[src/rtl/dmsp_pkg.sv]
// ----------------------------------------------------------------------------
// dmsp_pkg
// Shared types and constants of the display mode string parser.
// ----------------------------------------------------------------------------
package dmsp_pkg;

    // Default accumulator width; values saturate at 2^VALUE_BITS - 1.
    localparam int VALUE_BITS_DEF = 16;

    // Width of each reported value field.
    localparam int OUT_BITS = 17;

    // Number of held values (width, height, depth, rate).
    localparam int NUM_VALUES = 4;

    // Character codes used by the grammar.
    localparam logic [7:0] CH_ZERO  = 8'h30;
    localparam logic [7:0] CH_NINE  = 8'h39;
    localparam logic [7:0] CH_AT    = 8'h40;
    localparam logic [7:0] CH_COLON = 8'h3A;
    localparam logic [7:0] CH_UPX   = 8'h58;
    localparam logic [7:0] CH_LOWX  = 8'h78;
    localparam logic [7:0] CH_SPACE = 8'h20;
    localparam logic [7:0] CH_TAB   = 8'h09;
    localparam logic [7:0] CH_CR    = 8'h0D;

    localparam logic [3:0] DECIMAL_BASE = 4'd10;

    // Indexes of the value fields.
    localparam int IDX_WIDTH  = 0;
    localparam int IDX_HEIGHT = 1;
    localparam int IDX_DEPTH  = 2;
    localparam int IDX_RATE   = 3;

    typedef enum logic [8:0] {
        PH_BEFORE_W = 9'b000000001,
        PH_IN_W     = 9'b000000010,
        PH_BEFORE_H = 9'b000000100,
        PH_IN_H     = 9'b000001000,
        PH_BEFORE_D = 9'b000010000,
        PH_IN_D     = 9'b000100000,
        PH_BEFORE_R = 9'b001000000,
        PH_IN_R     = 9'b010000000,
        PH_DONE     = 9'b100000000
    } t_phase;

    typedef struct packed {
        logic [OUT_BITS-1:0] mode_rate;
        logic [OUT_BITS-1:0] mode_depth;
        logic [OUT_BITS-1:0] mode_height;
        logic [OUT_BITS-1:0] mode_width;
        logic                accepted;
    } t_result;

endpackage

[src/rtl/dmsp_acc.sv]
// ----------------------------------------------------------------------------
// dmsp_acc
// Saturating decimal accumulate step: acc * 10 + digit, clamped at the
// largest value that fits in VALUE_BITS.
// ----------------------------------------------------------------------------
module dmsp_acc #(
    parameter int VALUE_BITS = dmsp_pkg::VALUE_BITS_DEF
) (
    input  logic [VALUE_BITS-1:0] i_acc,
    input  logic [3:0]            i_digit,
    output logic [VALUE_BITS-1:0] o_acc
);

    localparam int SUM_BITS = VALUE_BITS + 4;

    logic [SUM_BITS-1:0] sum;

    // Times ten as two shifted copies; the result always fits in four extra bits.
    assign sum = {1'b0, i_acc, 3'b000} + {3'b000, i_acc, 1'b0}
               + {{VALUE_BITS{1'b0}}, i_digit};

    assign o_acc = (sum[SUM_BITS-1:VALUE_BITS] != 4'd0) ? {VALUE_BITS{1'b1}}
                                                        : sum[VALUE_BITS-1:0];

endmodule

[src/rtl/dmsp_parser.sv]
// ----------------------------------------------------------------------------
// dmsp_parser
// Per-character grammar state, working values and committed values.
// Produces one result on the last character of each string.
// ----------------------------------------------------------------------------
module dmsp_parser #(
    parameter int VALUE_BITS = dmsp_pkg::VALUE_BITS_DEF
) (
    input  logic              i_clk,
    input  logic              i_rst_n,
    input  logic              i_valid,
    input  logic [7:0]        i_char,
    input  logic              i_last,
    output logic              o_res_valid,
    output dmsp_pkg::t_result o_res
);

    localparam int NV = dmsp_pkg::NUM_VALUES;
    localparam int OB = dmsp_pkg::OUT_BITS;

    dmsp_pkg::t_phase      r_phase, n_phase;
    logic                  r_valid, n_valid;
    logic [NV-1:0]         r_set, n_set;
    logic [VALUE_BITS-1:0] r_val [NV];
    logic [VALUE_BITS-1:0] n_val [NV];
    logic [OB-1:0]         r_held [NV];
    logic [OB-1:0]         n_held [NV];

    logic                  is_digit;
    logic                  is_space;
    logic [3:0]            digit;
    logic [VALUE_BITS-1:0] digit_val;
    logic [VALUE_BITS-1:0] acc_in;
    logic [VALUE_BITS-1:0] acc_out;
    logic                  commit;

    // Unset values read as all ones, set values as their low bits.
    function automatic logic [OB-1:0] f_conv(input logic set,
                                             input logic [VALUE_BITS-1:0] v);
        logic [VALUE_BITS+OB-1:0] wide;
        wide = {{OB{1'b0}}, v};
        return set ? wide[OB-1:0] : {OB{1'b1}};
    endfunction

    assign is_digit  = (i_char >= dmsp_pkg::CH_ZERO) && (i_char <= dmsp_pkg::CH_NINE);
    assign is_space  = (i_char == dmsp_pkg::CH_SPACE)
                    || ((i_char >= dmsp_pkg::CH_TAB) && (i_char <= dmsp_pkg::CH_CR));
    assign digit     = is_digit ? 4'(i_char - dmsp_pkg::CH_ZERO) : 4'd0;
    assign digit_val = {{(VALUE_BITS-4){1'b0}}, digit};

    // Only one value is being extended at a time, so one accumulator serves all.
    always_comb begin
        unique case (r_phase)
            dmsp_pkg::PH_IN_H: acc_in = r_val[dmsp_pkg::IDX_HEIGHT];
            dmsp_pkg::PH_IN_D: acc_in = r_val[dmsp_pkg::IDX_DEPTH];
            dmsp_pkg::PH_IN_R: acc_in = r_val[dmsp_pkg::IDX_RATE];
            default:           acc_in = r_val[dmsp_pkg::IDX_WIDTH];
        endcase
    end

    dmsp_acc #(
        .VALUE_BITS (VALUE_BITS)
    ) u_acc (
        .i_acc   (acc_in),
        .i_digit (digit),
        .o_acc   (acc_out)
    );

    always_comb begin
        n_phase = r_phase;
        n_valid = r_valid;
        n_set   = r_set;
        n_val   = r_val;
        n_held  = r_held;
        commit  = 1'b0;

        if (i_valid) begin
            unique case (r_phase)
                dmsp_pkg::PH_BEFORE_W: begin
                    if (is_digit) begin
                        n_val[dmsp_pkg::IDX_WIDTH] = digit_val;
                        n_set[dmsp_pkg::IDX_WIDTH] = 1'b1;
                        n_phase = dmsp_pkg::PH_IN_W;
                    end else if (!is_space) begin
                        n_phase = dmsp_pkg::PH_DONE;
                    end
                end
                dmsp_pkg::PH_IN_W: begin
                    if (is_digit) begin
                        n_val[dmsp_pkg::IDX_WIDTH] = acc_out;
                    end else if (i_char == dmsp_pkg::CH_LOWX || i_char == dmsp_pkg::CH_UPX) begin
                        n_phase = dmsp_pkg::PH_BEFORE_H;
                    end else begin
                        n_phase = dmsp_pkg::PH_DONE;
                    end
                end
                dmsp_pkg::PH_BEFORE_H: begin
                    if (is_digit) begin
                        n_val[dmsp_pkg::IDX_HEIGHT] = digit_val;
                        n_set[dmsp_pkg::IDX_HEIGHT] = 1'b1;
                        n_phase = dmsp_pkg::PH_IN_H;
                        n_valid = 1'b1;
                    end else begin
                        n_phase = dmsp_pkg::PH_DONE;
                    end
                end
                dmsp_pkg::PH_IN_H: begin
                    if (is_digit) begin
                        n_val[dmsp_pkg::IDX_HEIGHT] = acc_out;
                    end else if (i_char == dmsp_pkg::CH_AT) begin
                        n_phase = dmsp_pkg::PH_BEFORE_D;
                        n_valid = 1'b0;
                    end else if (i_char == dmsp_pkg::CH_COLON) begin
                        n_phase = dmsp_pkg::PH_BEFORE_R;
                        n_valid = 1'b0;
                    end else begin
                        n_phase = dmsp_pkg::PH_DONE;
                    end
                end
                dmsp_pkg::PH_BEFORE_D: begin
                    if (is_digit) begin
                        n_val[dmsp_pkg::IDX_DEPTH] = digit_val;
                        n_set[dmsp_pkg::IDX_DEPTH] = 1'b1;
                        n_phase = dmsp_pkg::PH_IN_D;
                        n_valid = 1'b1;
                    end else begin
                        n_phase = dmsp_pkg::PH_DONE;
                    end
                end
                dmsp_pkg::PH_IN_D: begin
                    if (is_digit) begin
                        n_val[dmsp_pkg::IDX_DEPTH] = acc_out;
                    end else if (i_char == dmsp_pkg::CH_COLON) begin
                        n_phase = dmsp_pkg::PH_BEFORE_R;
                        n_valid = 1'b0;
                    end else begin
                        n_phase = dmsp_pkg::PH_DONE;
                    end
                end
                dmsp_pkg::PH_BEFORE_R: begin
                    if (is_digit) begin
                        n_val[dmsp_pkg::IDX_RATE] = digit_val;
                        n_set[dmsp_pkg::IDX_RATE] = 1'b1;
                        n_phase = dmsp_pkg::PH_IN_R;
                        n_valid = 1'b1;
                    end else begin
                        n_phase = dmsp_pkg::PH_DONE;
                    end
                end
                dmsp_pkg::PH_IN_R: begin
                    if (is_digit) begin
                        n_val[dmsp_pkg::IDX_RATE] = acc_out;
                    end else begin
                        n_phase = dmsp_pkg::PH_DONE;
                    end
                end
                default: begin
                    n_phase = dmsp_pkg::PH_DONE;
                end
            endcase

            // The last character commits on the updated validity and then
            // rearms the parser for the next string.
            if (i_last) begin
                commit = n_valid;
                if (n_valid) begin
                    for (int k = 0; k < NV; k++) begin
                        n_held[k] = f_conv(n_set[k], n_val[k]);
                    end
                end
                n_phase = dmsp_pkg::PH_BEFORE_W;
                n_valid = 1'b0;
                n_set   = '0;
            end
        end
    end

    always_ff @(posedge i_clk) begin
        if (!i_rst_n) begin
            r_phase <= dmsp_pkg::PH_BEFORE_W;
            r_valid <= 1'b0;
            r_set   <= '0;
            for (int k = 0; k < NV; k++) begin
                r_held[k] <= {OB{1'b1}};
            end
        end else begin
            r_phase <= n_phase;
            r_valid <= n_valid;
            r_set   <= n_set;
            r_held  <= n_held;
        end
    end

    always_ff @(posedge i_clk) begin
        r_val <= n_val;
    end

    assign o_res_valid       = i_valid && i_last;
    assign o_res.accepted    = commit;
    assign o_res.mode_width  = n_held[dmsp_pkg::IDX_WIDTH];
    assign o_res.mode_height = n_held[dmsp_pkg::IDX_HEIGHT];
    assign o_res.mode_depth  = n_held[dmsp_pkg::IDX_DEPTH];
    assign o_res.mode_rate   = n_held[dmsp_pkg::IDX_RATE];

endmodule

[src/rtl/dmsp_out_buf.sv]
// ----------------------------------------------------------------------------
// dmsp_out_buf
// Two-entry result buffer: an output register and a skid register, so the
// input side keeps moving while a result waits to be taken.
// ----------------------------------------------------------------------------
module dmsp_out_buf (
    input  logic              i_clk,
    input  logic              i_rst_n,
    input  logic              i_res_valid,
    input  dmsp_pkg::t_result i_res,
    output logic              o_ready,
    output logic              o_valid,
    input  logic              i_take,
    output dmsp_pkg::t_result o_res
);

    logic              r_out_v, n_out_v;
    logic              r_skid_v, n_skid_v;
    dmsp_pkg::t_result r_out, n_out;
    dmsp_pkg::t_result r_skid, n_skid;

    // Space for a new result is guaranteed while the skid entry is empty.
    assign o_ready = !r_skid_v;
    assign o_valid = r_out_v;
    assign o_res   = r_out;

    always_comb begin
        n_out_v  = r_out_v;
        n_out    = r_out;
        n_skid_v = r_skid_v;
        n_skid   = r_skid;

        if (r_out_v && i_take) begin
            if (r_skid_v) begin
                n_out    = r_skid;
                n_skid_v = 1'b0;
            end else begin
                n_out_v = 1'b0;
            end
        end

        if (i_res_valid) begin
            if (!n_out_v) begin
                n_out   = i_res;
                n_out_v = 1'b1;
            end else begin
                n_skid   = i_res;
                n_skid_v = 1'b1;
            end
        end
    end

    always_ff @(posedge i_clk) begin
        if (!i_rst_n) begin
            r_out_v  <= 1'b0;
            r_skid_v <= 1'b0;
        end else begin
            r_out_v  <= n_out_v;
            r_skid_v <= n_skid_v;
        end
    end

    always_ff @(posedge i_clk) begin
        r_out  <= n_out;
        r_skid <= n_skid;
    end

endmodule

[src/rtl/display_mode_string_parser_core.sv]
// ----------------------------------------------------------------------------
// display_mode_string_parser_core
// Parses mode strings such as 1920x1080@32:60 one character per transaction.
// ----------------------------------------------------------------------------
// The block takes one character per cycle on the slave stream, with tlast on
// the final character, and returns one result per string on the master
// stream. Each character updates the grammar state through a single shared
// multiply-by-ten accumulator, so a character is taken every cycle. Each
// result is registered in the output register, or in the skid register
// while that is full; this two-entry buffer keeps the input flowing while
// a result waits, and the slave side stalls only while two results wait.
// Unset values and values never committed read as all ones (minus one).
module display_mode_string_parser_core #(
    parameter int VALUE_BITS = dmsp_pkg::VALUE_BITS_DEF
) (
    input  logic        i_clk,
    input  logic        i_rst_n,
    input  logic        i_s_tvalid,
    output logic        o_s_tready,
    input  logic [7:0]  i_s_tdata,   // char_code
    input  logic        i_s_tlast,   // is_last
    output logic        o_m_tvalid,
    input  logic        i_m_tready,
    // accepted, mode_width, mode_height, mode_depth, mode_rate, zero pad
    output logic [71:0] o_m_tdata
);

    logic              s_accept;
    logic              res_valid;
    dmsp_pkg::t_result res;
    dmsp_pkg::t_result out_res;

    assign s_accept = i_s_tvalid && o_s_tready;

    dmsp_parser #(
        .VALUE_BITS (VALUE_BITS)
    ) u_parser (
        .i_clk       (i_clk),
        .i_rst_n     (i_rst_n),
        .i_valid     (s_accept),
        .i_char      (i_s_tdata),
        .i_last      (i_s_tlast),
        .o_res_valid (res_valid),
        .o_res       (res)
    );

    dmsp_out_buf u_out_buf (
        .i_clk       (i_clk),
        .i_rst_n     (i_rst_n),
        .i_res_valid (res_valid),
        .i_res       (res),
        .o_ready     (o_s_tready),
        .o_valid     (o_m_tvalid),
        .i_take      (i_m_tready),
        .o_res       (out_res)
    );

    assign o_m_tdata = {3'b000, out_res.mode_rate, out_res.mode_depth,
                        out_res.mode_height, out_res.mode_width, out_res.accepted};

endmodule

[config.mk]
export PLATFORM = sky130hd
export DESIGN_NAME = display_mode_string_parser_core
export DESIGN_NICKNAME = d
export VERILOG_FILES = /design/src/rtl/dmsp_pkg.sv /design/src/rtl/dmsp_acc.sv /design/src/rtl/dmsp_parser.sv /design/src/rtl/dmsp_out_buf.sv /design/src/rtl/display_mode_string_parser_core.sv
export SDC_FILE = /design/constraint.sdc
export NUM_CORES = 1
export LEC_CHECK = 0
export BUFFER_PORTS_ARGS = -buffer_cell sky130_fd_sc_hd__buf_4
export CORE_MARGIN = 5
export CORE_UTILIZATION = 25
export CTS_CLUSTER_SIZE = 28
export DETAILED_ROUTE_END_ITERATION = 12
export GPL_TIMING_DRIVEN = 0
export PLACE_DENSITY = 0.4
export SLEW_MARGIN = 20
export SYNTH_ARGS = -nofsm -noshare
export SYNTH_HDL_FRONTEND = slang
export SYNTH_SLANG_ARGS = --single-unit
export TNS_END_PERCENT = 5
[constraint.sdc]
create_clock -name i_clk -period 7.7 [get_ports i_clk]
set_input_delay 1.54 -clock i_clk [delete_from_list [all_inputs] [get_ports i_clk]]
set_output_delay 1.54 -clock i_clk [all_outputs]
set_load 0.03 [all_outputs]
==> run_summary.xml, run 1 <==
<?xml version="1.0" encoding="UTF-8"?>
<metrics>
  <group name="status">
    <metric name="run_status" unit="">complete, no violations</metric>
  </group>
  <group name="timing">
    <metric name="fin_worst_hold_slack" unit="ps">465</metric>
    <metric name="maxClockFrequency" unit="MHz">143</metric>
    <metric name="tightest_slew" unit="ps">1160</metric>
    <metric name="period_utilisation_layout" unit="%">90.6</metric>
    <metric name="fin_crit" unit="ps">6970</metric>
    <metric name="final-hold-violation-count" unit="">0</metric>
    <metric name="count_of_final_setup_violators" unit="">0</metric>
    <metric name="grt_setup_unrepaired" unit="">false</metric>
    <metric name="relSlewSlack" unit="%">22.3</metric>
    <metric name="final-max-slew-violation-count" unit="">0</metric>
    <metric name="worst_slack" unit="ps">727</metric>
    <metric name="finalClockSkew" unit="ps">27.7</metric>
  </group>
  <group name="synth">
    <metric name="synth-edff-count" unit="">133</metric>
    <metric name="synth_top_cell_by_area" unit="">sky130_fd_sc_hd__edfxtp_1</metric>
    <metric name="ys_top_cells_by_count" unit="">sky130_fd_sc_hd__nand2_1, sky130_fd_sc_hd__dfxtp_1, sky130_fd_sc_hd__a21oi_1, sky130_fd_sc_hd__o21ai_0, sky130_fd_sc_hd__edfxtp_1</metric>
    <metric name="ys.flop_type" unit="">sky130_fd_sc_hd__dfxtp_1</metric>
    <metric name="synth.cell_area" unit="um2">14300</metric>
    <metric name="syn_inst" unit="">1531</metric>
    <metric name="postSynthRegisterBits" unit="">286</metric>
    <metric name="netlist_top_cells_area" unit="">sky130_fd_sc_hd__edfxtp_1, sky130_fd_sc_hd__dfxtp_1, sky130_fd_sc_hd__nand2_1</metric>
    <metric name="synthMostInstantiatedCell" unit="">sky130_fd_sc_hd__nand2_1</metric>
    <metric name="synthDominantCellAreaShare" unit="%">28.0</metric>
    <metric name="yosysSeqAreaShare" unit="%">49.5</metric>
    <metric name="async_s_r_ff_share_synth" unit="%">0</metric>
    <metric name="synth_area_per_cell" unit="um2">9.31</metric>
    <metric name="synth_cell_types" unit="">80</metric>
    <metric name="yosysWarningCount" unit="">0</metric>
  </group>
  <group name="route">
    <metric name="avgViaCountPerCell" unit="">5.02</metric>
    <metric name="routed-via-count" unit="">12200</metric>
    <metric name="route.final.wire_length" unit="um">55500</metric>
    <metric name="antenna_violating_nets_post_route" unit="">0</metric>
    <metric name="drt_drc_violations_left" unit="">0</metric>
    <metric name="drt_pass1_iterations" unit="">6</metric>
    <metric name="wire_per_inst" unit="um">22.8</metric>
    <metric name="initialDrtViolationCount" unit="">1118</metric>
  </group>
  <group name="cts">
    <metric name="cts_made_buffers" unit="">35</metric>
    <metric name="post_cts_resize_count" unit="">0</metric>
    <metric name="clock_tree.buffer_depth" unit="">3</metric>
    <metric name="cts_num_sinks" unit="">286</metric>
    <metric name="cts_tree" unit="">yes</metric>
    <metric name="postCtsSetupRepairBufs" unit="">0</metric>
    <metric name="clock_latency_late_sink" unit="ps">550</metric>
    <metric name="ctsHtreeMaxLevel" unit="">2</metric>
    <metric name="clkSlewWorstSetupHoldPaths" unit="ps">60</metric>
    <metric name="cts_hold_repair.buffers" unit="">0</metric>
    <metric name="cts_root_cell" unit="">sky130_fd_sc_hd__clkbuf_16</metric>
  </group>
  <group name="critical_path">
    <metric name="timing_worst_setup_path_type" unit="">reg -&gt; reg</metric>
    <metric name="critical_path.cell_chain" unit="">clkbuf_1, nor4_1, and3_1, clkbuf_1, buf_1, nand2_1, nand2_1, fa_1, inv_1, fa_1, nand2b_1, a2111oi_4, nor2_2, o21bai_1, mux2i_1, nand3_1, buf_2, o31ai_1, inv_1</metric>
    <metric name="worst_ep_required_time" unit="ps">7960</metric>
    <metric name="crit_arrival" unit="ps">7240</metric>
    <metric name="critical_path.endpoint_type" unit="">flop</metric>
    <metric name="cp-startpoint" unit="">u_parser.r_phase[3]</metric>
    <metric name="crit_fanout" unit="">10</metric>
    <metric name="cpPeakStageDelay" unit="ps">990</metric>
    <metric name="worstSetupStartpointType" unit="">flop</metric>
    <metric name="worst_r2r_start" unit="">u_parser.r_phase[3]</metric>
    <metric name="slowest_stage" unit="">sky130_fd_sc_hd__o31ai_1</metric>
  </group>
  <group name="layout">
    <metric name="finalInstanceArea" unit="um2">17100</metric>
    <metric name="area.growth.synth_to_final" unit="%">20.3</metric>
    <metric name="final_nets" unit="">1702</metric>
    <metric name="layout.cells.non_filler" unit="">2439</metric>
    <metric name="drive_above_1_share" unit="%">15.6</metric>
    <metric name="insertedDiodeCount" unit="">0</metric>
  </group>
  <group name="floorplanning">
    <metric name="placementRows" unit="">87</metric>
    <metric name="floorplan.die_area" unit="um2">61900</metric>
    <metric name="fp.coreArea" unit="um2">56500</metric>
    <metric name="die_height" unit="um">249</metric>
    <metric name="die_x" unit="um">249</metric>
    <metric name="ports_placed_on_the_boundary" unit="">87</metric>
    <metric name="floorplan.initialDensity" unit="%">25.2</metric>
  </group>
  <group name="grt">
    <metric name="gr-total-overflow" unit="">0</metric>
    <metric name="first_global_vias" unit="">12000</metric>
    <metric name="all_layer_global_routing_usage" unit="%">17.3</metric>
    <metric name="antenna_found_initial" unit="">0</metric>
    <metric name="grt_start_max_net_pins" unit="">48</metric>
    <metric name="wire_length_of_the_first_global_routing_pass" unit="um">82100</metric>
  </group>
  <group name="min_path">
    <metric name="timing.hold.worst.class" unit="">reg -&gt; reg</metric>
    <metric name="hold_path_startpoint" unit="">u_parser.r_held[33]</metric>
  </group>
  <group name="placed_design">
    <metric name="gp_congestion" unit="">0.964</metric>
    <metric name="placement.io_buffers" unit="">81</metric>
    <metric name="post-place-cells" unit="">2375</metric>
    <metric name="placed_area" unit="um2">16000</metric>
    <metric name="pre_cts_ws" unit="ps">858</metric>
    <metric name="detailedPlacementHpwl" unit="um">42000</metric>
  </group>
  <group name="run">
    <metric name="maxCapViolCount" unit="">0</metric>
  </group>
  <group name="power_and_ir_drop">
    <metric name="total_leakage_power" unit="uW">0.00634</metric>
    <metric name="vdd.ir_drop.worst" unit="V">0.000121</metric>
    <metric name="power_density" unit="nW/um2">237</metric>
  </group>
</metrics>
layout by cell type, fill, tap and decap left out, types with 11 or more instances in the layout:
cell and instances:
sky130_fd_sc_hd__nand2_1 210, sky130_fd_sc_hd__mux2_2 54, sky130_fd_sc_hd__edfxtp_1 133, sky130_fd_sc_hd__nor2_1 114, sky130_fd_sc_hd__o21ai_1 53, sky130_fd_sc_hd__nand3_1 30, sky130_fd_sc_hd__dfxtp_1 153, sky130_fd_sc_hd__nor3_1 18
sky130_fd_sc_hd__clkbuf_16 38, sky130_fd_sc_hd__o31ai_1 27, sky130_fd_sc_hd__nand2b_1 12, sky130_fd_sc_hd__ha_1 31, sky130_fd_sc_hd__inv_1 72, sky130_fd_sc_hd__mux2i_1 25, sky130_fd_sc_hd__a21oi_1 137, sky130_fd_sc_hd__nor2b_1 12
sky130_fd_sc_hd__buf_2 19, sky130_fd_sc_hd__o21ai_0 136, sky130_fd_sc_hd__a31oi_1 13, sky130_fd_sc_hd__buf_4 91, sky130_fd_sc_hd__o22ai_1 11, sky130_fd_sc_hd__clkbuf_1 81
logic make-up (layout without fill, tap and decap cells):
kind of cell	after synthesis	in the layout	share of synthesized area (%)
fa+ha+maj	33	33	3.00
mux	79	79	6.02
compound gates	472	472	20.2
simple gates	466	466	15.3
flops	286	286	49.5
xor+xnor	12	12	0.737
buf+inv	182	332	5.28
other cells	1	3	0.0263
routing by layer:
| layer | global-route usage, % | share of wire [%] | vias up |
|---|---|---|---|
| li1 | - | - | 5758 |
| met1 | 23.2 | 45 | 6019 |
| met2 | 28.5 | 47 | 380 |
| met3 | 2.92 | 5.3 | 86 |
| met4 | 5.52 | 3.1 | 0 |
| met5 | 0 | 0 | - |
layout make-up:
type / count / area, um2
plain buffers: 109 / 483
clock buffers: 55 / 1080
clock inverters: 9 / 109
fillers: 5972 / 39400
inverters: 73 / 274
multi-input cells: 1065 / 6480
flip-flops and latches: 286 / 7060
well taps: 756 / 946
repair buffers: 86 / 707
worst paths after layout:
check,to,slack [ps],depth (start not counted)
worst max-delay path,u_out_buf.r_skid[16],730,19
worst min-delay path,u_parser.r_held[33],460,2
worst min register to register,u_parser.r_held[33],460,2
worst max register to register,u_out_buf.r_skid[16],730,19
registers in the layout, indices dropped and copies added, names as in the netlist:
signal and count:
u_parser.r_held 68, u_out_buf.r_skid 69, u_parser.r_set 4, u_out_buf.r_skid_v 1
u_parser.r_valid 1, u_parser.r_val 64, u_out_buf.o_valid 1, u_out_buf.o_res 69
u_parser.r_phase 9
critical path: cells and delay by family, from the launching register on:
| family | cells | cell delay [ps] |
|---|---|---|
| adder cells (fa/ha/maj) | 2 | 670 |
| multiplexers | 1 | 450 |
| buffers and inverters | 6 | 1600 |
| AND/OR/NAND/NOR | 7 | 1840 |
| AO/OA/AOI/OAI | 3 | 1770 |
| flip-flops | 1 | 350 |
per-stage QoR:
| step | power (uW) | TNS [ps] | utilization [%] |
|---|---|---|---|
| 2_1_floorplan | 2120 | 0 | - |
| 3_3_place_gp | 2360 | -278640 | 28.0 |
| 3_5_place_dp | 2370 | 0 | 28.2 |
| 4_1_cts | 4100 | 0 | 30.3 |
| 5_1_grt | 4220 | 0 | 30.3 |
| 6_report | 4060 | 0 | 30.3 |
power breakdown:
| group | switching, uW | total, uW | leakage, uW | internal, uW |
|---|---|---|---|---|
| combinational | 404 | 616 | 0.00337 | 213 |
| sequential | 52.3 | 1720 | 0.00238 | 1670 |
| clock | 687 | 1730 | 0.000587 | 1040 |
No activity file was read; power rests on OpenSTA's default activity.
==> run 2: changes to the inputs <==
BUFFER_PORTS_ARGS = not set   (was -buffer_cell sky130_fd_sc_hd__buf_4)
CELL_PAD_IN_SITES_DETAIL_PLACEMENT = 1   (was not set)
CELL_PAD_IN_SITES_GLOBAL_PLACEMENT = 2   (was not set)
DONT_BUFFER_PORTS = 1   (was not set)
PLACE_DENSITY = 0.54   (was 0.4)
==> run_summary.xml, run 2 (synthesis gave the netlist of run 1 again) <==
<?xml version="1.0" encoding="UTF-8"?>
<metrics>
  <group name="power_and_ir_drop">
    <metric name="total_leakage_power" unit="uW">0.00597</metric>
    <metric name="vdd.ir_drop.worst" unit="V">0.000141</metric>
    <metric name="power_density" unit="nW/um2">242</metric>
    <metric name="power" unit="uW">4020</metric>
  </group>
  <group name="layout">
    <metric name="finalCoreUtilization" unit="%">29.3</metric>
    <metric name="most-common-layout-cells" unit="">sky130_fd_sc_hd__nand2_1, sky130_fd_sc_hd__dfxtp_1, sky130_fd_sc_hd__a21oi_1</metric>
    <metric name="drive_above_1_share" unit="%">11.2</metric>
    <metric name="filler_instances" unit="">6395</metric>
    <metric name="layout_commonest_cell" unit="">sky130_fd_sc_hd__nand2_1</metric>
    <metric name="final_nets" unit="">1622</metric>
    <metric name="finalInstanceArea" unit="um2">16600</metric>
    <metric name="total_area_of_multi_input_combinational_cells" unit="um2">6500</metric>
    <metric name="register_area" unit="um2">7060</metric>
    <metric name="area.growth.synth_to_final" unit="%">16.2</metric>
    <metric name="layout.cells.non_filler" unit="">2360</metric>
  </group>
  <group name="route">
    <metric name="routed-via-count" unit="">12000</metric>
    <metric name="antenna_violating_nets_post_route" unit="">0</metric>
    <metric name="drt_pass1_iterations" unit="">5</metric>
    <metric name="drt_drc_violations_left" unit="">0</metric>
    <metric name="avgViaCountPerCell" unit="">5.09</metric>
    <metric name="route.final.wire_length" unit="um">60000</metric>
    <metric name="initialDrtViolationCount" unit="">739</metric>
    <metric name="wire_per_inst" unit="um">25.4</metric>
  </group>
  <group name="grt">
    <metric name="first_global_vias" unit="">12200</metric>
    <metric name="all_layer_global_routing_usage" unit="%">18.7</metric>
    <metric name="grt_start_max_net_pins" unit="">48</metric>
    <metric name="antenna_found_initial" unit="">2</metric>
    <metric name="gr-total-overflow" unit="">0</metric>
    <metric name="wire_length_of_the_first_global_routing_pass" unit="um">87200</metric>
  </group>
  <group name="timing">
    <metric name="count_of_final_setup_violators" unit="">0</metric>
    <metric name="final-max-slew-violation-count" unit="">0</metric>
    <metric name="relSlewSlack" unit="%">26.0</metric>
    <metric name="tightest_slew" unit="ps">1110</metric>
    <metric name="period_utilisation_layout" unit="%">94.3</metric>
    <metric name="grt_setup_unrepaired" unit="">false</metric>
    <metric name="maxClockFrequency" unit="MHz">138</metric>
    <metric name="final-hold-violation-count" unit="">0</metric>
    <metric name="fin_worst_hold_slack" unit="ps">474</metric>
    <metric name="fin_crit" unit="ps">7260</metric>
    <metric name="finalClockSkew" unit="ps">26.6</metric>
  </group>
  <group name="floorplanning">
    <metric name="floorplan.die_area" unit="um2">61900</metric>
    <metric name="die_x" unit="um">249</metric>
    <metric name="die_height" unit="um">249</metric>
    <metric name="placementRows" unit="">87</metric>
    <metric name="ports_placed_on_the_boundary" unit="">87</metric>
    <metric name="floorplan.initialDensity" unit="%">25.2</metric>
    <metric name="fp.coreArea" unit="um2">56500</metric>
  </group>
  <group name="status">
    <metric name="run_status" unit="">complete, no violations</metric>
  </group>
  <group name="cts">
    <metric name="ctsHtreeMaxLevel" unit="">2</metric>
    <metric name="clock_latency_late_sink" unit="ps">560</metric>
    <metric name="post_cts_resize_count" unit="">0</metric>
    <metric name="clkSlewWorstSetupHoldPaths" unit="ps">60</metric>
    <metric name="cts_tree" unit="">yes</metric>
    <metric name="cts_root_cell" unit="">sky130_fd_sc_hd__clkbuf_16</metric>
    <metric name="clock_tree.buffer_depth" unit="">3</metric>
    <metric name="cts_num_sinks" unit="">286</metric>
    <metric name="postCtsSetupRepairBufs" unit="">0</metric>
    <metric name="cts_hold_repair.buffers" unit="">0</metric>
    <metric name="cts_made_buffers" unit="">36</metric>
  </group>
  <group name="placed_design">
    <metric name="gp_congestion" unit="">0.867</metric>
    <metric name="placement.io_buffers" unit="">0</metric>
    <metric name="placed_area" unit="um2">15400</metric>
    <metric name="post-place-cells" unit="">2294</metric>
    <metric name="detailedPlacementHpwl" unit="um">45700</metric>
  </group>
  <group name="critical_path">
    <metric name="r2r_slack" unit="ps">440</metric>
    <metric name="crit_fanout" unit="">10</metric>
    <metric name="critical_path.endpoint_type" unit="">flop</metric>
    <metric name="timing_worst_setup_path_type" unit="">reg -&gt; reg</metric>
    <metric name="worst_ep_required_time" unit="ps">7990</metric>
    <metric name="crit_arrival" unit="ps">7550</metric>
    <metric name="worstSetupStartpointType" unit="">flop</metric>
  </group>
  <group name="min_path">
    <metric name="timing.hold.worst.class" unit="">reg -&gt; reg</metric>
  </group>
  <group name="run">
    <metric name="maxCapViolCount" unit="">0</metric>
  </group>
</metrics>
## run 2: cell count changes in the layout (fill, tap and decap cells not counted), moves of 2 or more
cell,delta
sky130_fd_sc_hd__buf_4,-81
sky130_fd_sc_hd__clkbuf_1,+2
sky130_fd_sc_hd__clkinv_1,+4
sky130_fd_sc_hd__clkinv_2,-2
sky130_fd_sc_hd__clkbuf_8,-4
## run 2: worst max-delay path: stages, from the launching register on
cell and delay [ps]:
sky130_fd_sc_hd__dfxtp_1 360, sky130_fd_sc_hd__clkbuf_1 250, sky130_fd_sc_hd__nor4_1 630, sky130_fd_sc_hd__and3_1 430, sky130_fd_sc_hd__clkbuf_1 480, sky130_fd_sc_hd__buf_1 470, sky130_fd_sc_hd__nand2_1 120, sky130_fd_sc_hd__nand2_1 210
sky130_fd_sc_hd__fa_1 490, sky130_fd_sc_hd__ha_1 310, sky130_fd_sc_hd__a211oi_1 400, sky130_fd_sc_hd__o211ai_1 240, sky130_fd_sc_hd__nand3_1 140, sky130_fd_sc_hd__nand3_1 100, sky130_fd_sc_hd__mux2i_1 500, sky130_fd_sc_hd__buf_2 350
sky130_fd_sc_hd__buf_1 520, sky130_fd_sc_hd__nand3_1 340, sky130_fd_sc_hd__o21ai_1 590, sky130_fd_sc_hd__inv_1 80
## run 2: final cells by class
class,count,share of cell area [%]
clock inverter,11,0.816
sequential,286,42.6
timing repair buffer,5,0.642
buffer,109,2.91
antenna,1,0.0151
inverter,73,1.65
tap,756,5.71
multi-input combinational,1065,39.3
clock buffer,54,6.41
## run 2: layer usage
metal  vias to the layer above  global-route usage, %  share of wire (%)
li1                       5622                      -                  -
met1                      6101                   25.1                 46
met2                       225                   31.7                 48
met3                        64                   3.31                4.1
met4                         0                   4.08                1.9
met5                         -                      0                  0
## run 2: power by group
group          leakage (uW)  switching, uW  internal, uW  total (uW)
registers           0.00238            160          1670        1830
logic               0.00300            292           151         443
clock network      0.000581            693          1060        1750
## run 2: worst paths after layout
| kind | endpoint | cells past startpoint | startpoint |
|---|---|---|---|
| max reg2reg | u_out_buf.r_skid[21] | 19 | u_parser.r_phase[3] |
| max | u_out_buf.r_skid[21] | 19 | u_parser.r_phase[3] |
| min | u_parser.r_held[33] | 2 | u_parser.r_held[33] |
| min reg2reg | u_parser.r_held[33] | 2 | u_parser.r_held[33] |
## run 2: per-stage QoR
step	setup slack [ps]	TNS, ps
floorplan	278	0
global placement	-4110	-281940
detailed placement	453	0
CTS	456	0
global route	79.0	0
finish	436	0
==> run 3: changes to the inputs <==
GPL_TIMING_DRIVEN = not set   (was 0)
SYNTH_HIERARCHICAL = 1   (was not set)
==> run_summary.xml, run 3 <==
<?xml version="1.0" encoding="UTF-8"?>
<metrics>
  <group name="placed_design">
    <metric name="placement.io_buffers" unit="">0</metric>
    <metric name="detailedPlacementHpwl" unit="um">36800</metric>
    <metric name="placed_area" unit="um2">15300</metric>
    <metric name="gp_congestion" unit="">0.856</metric>
    <metric name="pre_cts_ws" unit="ps">1100</metric>
    <metric name="post-place-cells" unit="">2211</metric>
  </group>
  <group name="layout">
    <metric name="insertedDiodeCount" unit="">0</metric>
    <metric name="area.growth.synth_to_final" unit="%">11.4</metric>
    <metric name="finalCoreUtilization" unit="%">28.1</metric>
    <metric name="final_nets" unit="">1523</metric>
    <metric name="drive_above_1_share" unit="%">9.10</metric>
    <metric name="layout.cells.non_filler" unit="">2278</metric>
    <metric name="finalInstanceArea" unit="um2">16500</metric>
    <metric name="most-common-layout-cells" unit="">sky130_fd_sc_hd__nor2_1, sky130_fd_sc_hd__dfxtp_1, sky130_fd_sc_hd__edfxtp_1</metric>
    <metric name="layout_commonest_cell" unit="">sky130_fd_sc_hd__nor2_1</metric>
  </group>
  <group name="floorplanning">
    <metric name="die_x" unit="um">254</metric>
    <metric name="ports_placed_on_the_boundary" unit="">87</metric>
    <metric name="placementRows" unit="">89</metric>
    <metric name="floorplan.initialDensity" unit="%">25.2</metric>
    <metric name="die_height" unit="um">254</metric>
    <metric name="fp.coreArea" unit="um2">58900</metric>
    <metric name="floorplan.die_area" unit="um2">64300</metric>
  </group>
  <group name="power_and_ir_drop">
    <metric name="total_leakage_power" unit="uW">0.00591</metric>
    <metric name="vdd.ir_drop.worst" unit="V">0.000127</metric>
    <metric name="power_density" unit="nW/um2">228</metric>
  </group>
  <group name="cts">
    <metric name="clock_tree.buffer_depth" unit="">3</metric>
    <metric name="ctsHtreeMaxLevel" unit="">2</metric>
    <metric name="cts_num_sinks" unit="">286</metric>
    <metric name="cts_root_cell" unit="">sky130_fd_sc_hd__clkbuf_16</metric>
    <metric name="cts_made_buffers" unit="">37</metric>
    <metric name="clock_latency_late_sink" unit="ps">560</metric>
    <metric name="cts_hold_repair.buffers" unit="">0</metric>
    <metric name="cts_tree" unit="">yes</metric>
    <metric name="clkSlewWorstSetupHoldPaths" unit="ps">60</metric>
    <metric name="postCtsSetupRepairBufs" unit="">0</metric>
    <metric name="post_cts_resize_count" unit="">0</metric>
  </group>
  <group name="timing">
    <metric name="fin_crit" unit="ps">6660</metric>
    <metric name="worst_slack" unit="ps">1040</metric>
    <metric name="final-hold-violation-count" unit="">0</metric>
    <metric name="count_of_final_setup_violators" unit="">0</metric>
    <metric name="finalClockSkew" unit="ps">38.9</metric>
    <metric name="final-max-slew-violation-count" unit="">0</metric>
    <metric name="maxClockFrequency" unit="MHz">150</metric>
    <metric name="grt_setup_unrepaired" unit="">false</metric>
    <metric name="totalNegativeSetupSlack" unit="ps">0</metric>
    <metric name="relSlewSlack" unit="%">23.5</metric>
    <metric name="period_utilisation_layout" unit="%">86.5</metric>
    <metric name="tightest_slew" unit="ps">1150</metric>
  </group>
  <group name="grt">
    <metric name="first_global_vias" unit="">12600</metric>
    <metric name="all_layer_global_routing_usage" unit="%">16.6</metric>
    <metric name="wire_length_of_the_first_global_routing_pass" unit="um">83100</metric>
    <metric name="grt_start_max_net_pins" unit="">74</metric>
    <metric name="gr-total-overflow" unit="">0</metric>
    <metric name="antenna_found_initial" unit="">0</metric>
  </group>
  <group name="critical_path">
    <metric name="critical_path.endpoint_type" unit="">flop</metric>
    <metric name="crit_fanout" unit="">18</metric>
    <metric name="worst_ep_required_time" unit="ps">8100</metric>
    <metric name="crit_arrival" unit="ps">7060</metric>
    <metric name="worstSetupStartpointType" unit="">flop</metric>
    <metric name="timing_worst_setup_path_type" unit="">reg -&gt; reg</metric>
    <metric name="rr_worst_depth" unit="">19</metric>
  </group>
  <group name="synth">
    <metric name="synth-edff-count" unit="">133</metric>
    <metric name="ys.flop_type" unit="">sky130_fd_sc_hd__dfxtp_1</metric>
    <metric name="synth_cell_types" unit="">84</metric>
    <metric name="postSynthRegisterBits" unit="">286</metric>
    <metric name="synth_top_cell_by_area" unit="">sky130_fd_sc_hd__edfxtp_1</metric>
    <metric name="yosysSeqAreaShare" unit="%">47.6</metric>
    <metric name="synthDominantCellAreaShare" unit="%">26.9</metric>
    <metric name="yosysWarningCount" unit="">6</metric>
    <metric name="syn_inst" unit="">1558</metric>
    <metric name="async_s_r_ff_share_synth" unit="%">0</metric>
    <metric name="ys_top_cells_by_count" unit="">sky130_fd_sc_hd__nor2_1, sky130_fd_sc_hd__dfxtp_1, sky130_fd_sc_hd__edfxtp_1, sky130_fd_sc_hd__o21ai_0, sky130_fd_sc_hd__inv_1</metric>
    <metric name="synthMostInstantiatedCell" unit="">sky130_fd_sc_hd__nor2_1</metric>
    <metric name="synth_area_per_cell" unit="um2">9.52</metric>
    <metric name="synth.cell_area" unit="um2">14800</metric>
    <metric name="netlist_top_cells_area" unit="">sky130_fd_sc_hd__edfxtp_1, sky130_fd_sc_hd__dfxtp_1, sky130_fd_sc_hd__a221oi_1</metric>
  </group>
  <group name="route">
    <metric name="routed-via-count" unit="">12400</metric>
    <metric name="route.final.wire_length" unit="um">55100</metric>
    <metric name="wire_per_inst" unit="um">24.2</metric>
    <metric name="antenna_violating_nets_post_route" unit="">0</metric>
    <metric name="initialDrtViolationCount" unit="">850</metric>
    <metric name="drt_drc_violations_left" unit="">0</metric>
    <metric name="avgViaCountPerCell" unit="">5.45</metric>
    <metric name="drt_pass1_iterations" unit="">7</metric>
  </group>
  <group name="status">
    <metric name="run_status" unit="">complete, no violations</metric>
  </group>
  <group name="min_path">
    <metric name="timing.hold.worst.class" unit="">reg -&gt; reg</metric>
    <metric name="hold-path-cell-count" unit="">2</metric>
  </group>
  <group name="run">
    <metric name="maxCapViolCount" unit="">0</metric>
  </group>
</metrics>
## run 3: changes by cell type after synthesis, sizes merged, moves of 48 or more
cell | previous run | this run
a21oi | 137 | 62
a221oi | 1 | 82
buf | 36 | 85
mux2 | 54 | 1
nand2 | 211 | 77
nor2 | 118 | 166
o22ai | 11 | 71
## run 3: area by class of cell
cell class                      count  area [um2]
Clock buffer                       55        1080
Clock inverter                     12         129
Fill cell                        6655       42400
Inverter                          100         375
Multi-Input combinational cell   1029        6710
Sequential cell                   286        7060
Tap cell                          773         967
Timing Repair Buffer               23         198
## run 3: through the flow
step	hold slack (ps)	total power, uW
2_1_floorplan	446	1940
3_3_place_gp	457	2060
3_5_place_dp	465	2060
4_1_cts	482	3830
5_1_grt	500	3930
6_report	478	3770
## run 3: logic make-up (layout without fill, tap and decap cells)
logic type / after synthesis / in the layout / synth area share [%]
adders and majority gates: 33 / 33 / 2.89
DFF: 286 / 286 / 47.6
and+or+nand+nor: 408 / 408 / 14.1
AOI/OAI and AO/OA: 566 / 566 / 26.9
other: 1 / 3 / 0.0253
xor gates and xnor gates: 15 / 15 / 0.886
muxes: 4 / 4 / 0.278
buffers and inverters: 245 / 190 / 7.36
## run 3: per-layer routing
layer	global-route usage [%]	share of wire, %	vias up
met1	23.7	47	6325
met2	25.7	45	276
met4	4.72	2.7	0
met5	0	0	-
li1	-	-	5736
met3	3.31	5.2	68
## run 3: critical path: stages (launching register included)
cell,delay (ps)
sky130_fd_sc_hd__dfxtp_1,440
sky130_fd_sc_hd__nor4_4,720
sky130_fd_sc_hd__nand3_1,360
sky130_fd_sc_hd__nand3_1,600
sky130_fd_sc_hd__a21oi_1,250
sky130_fd_sc_hd__fa_1,620
sky130_fd_sc_hd__inv_1,70
sky130_fd_sc_hd__fa_1,440
sky130_fd_sc_hd__nand2b_1,200
sky130_fd_sc_hd__a21oi_1,180
sky130_fd_sc_hd__nor2_1,130
sky130_fd_sc_hd__or3_1,340
sky130_fd_sc_hd__a311o_1,600
sky130_fd_sc_hd__or4b_1,690
sky130_fd_sc_hd__mux2i_1,180
sky130_fd_sc_hd__o211ai_1,200
sky130_fd_sc_hd__nor4_2,260
sky130_fd_sc_hd__nor2_1,90
sky130_fd_sc_hd__inv_1,70
sky130_fd_sc_hd__a221oi_1,70
## run 3: path summary, 6_finish.rpt
path                              end                start  slack (ps)
hold / removal    u_parser/r_held[16]  u_parser/r_held[16]         480
setup / recovery  u_out_buf/o_res[21]  u_parser/r_phase[7]        1040
setup reg to reg  u_out_buf/o_res[21]  u_parser/r_phase[7]        1040
hold reg to reg   u_parser/r_held[16]  u_parser/r_held[16]         480
## run 3: report_power, final
part	leakage [uW]	switching (uW)	internal, uW
Clock	0.000602	693	1050
Combinational	0.00295	263	116
Sequential	0.00236	35.6	1620
Total	0.00591	992	2780
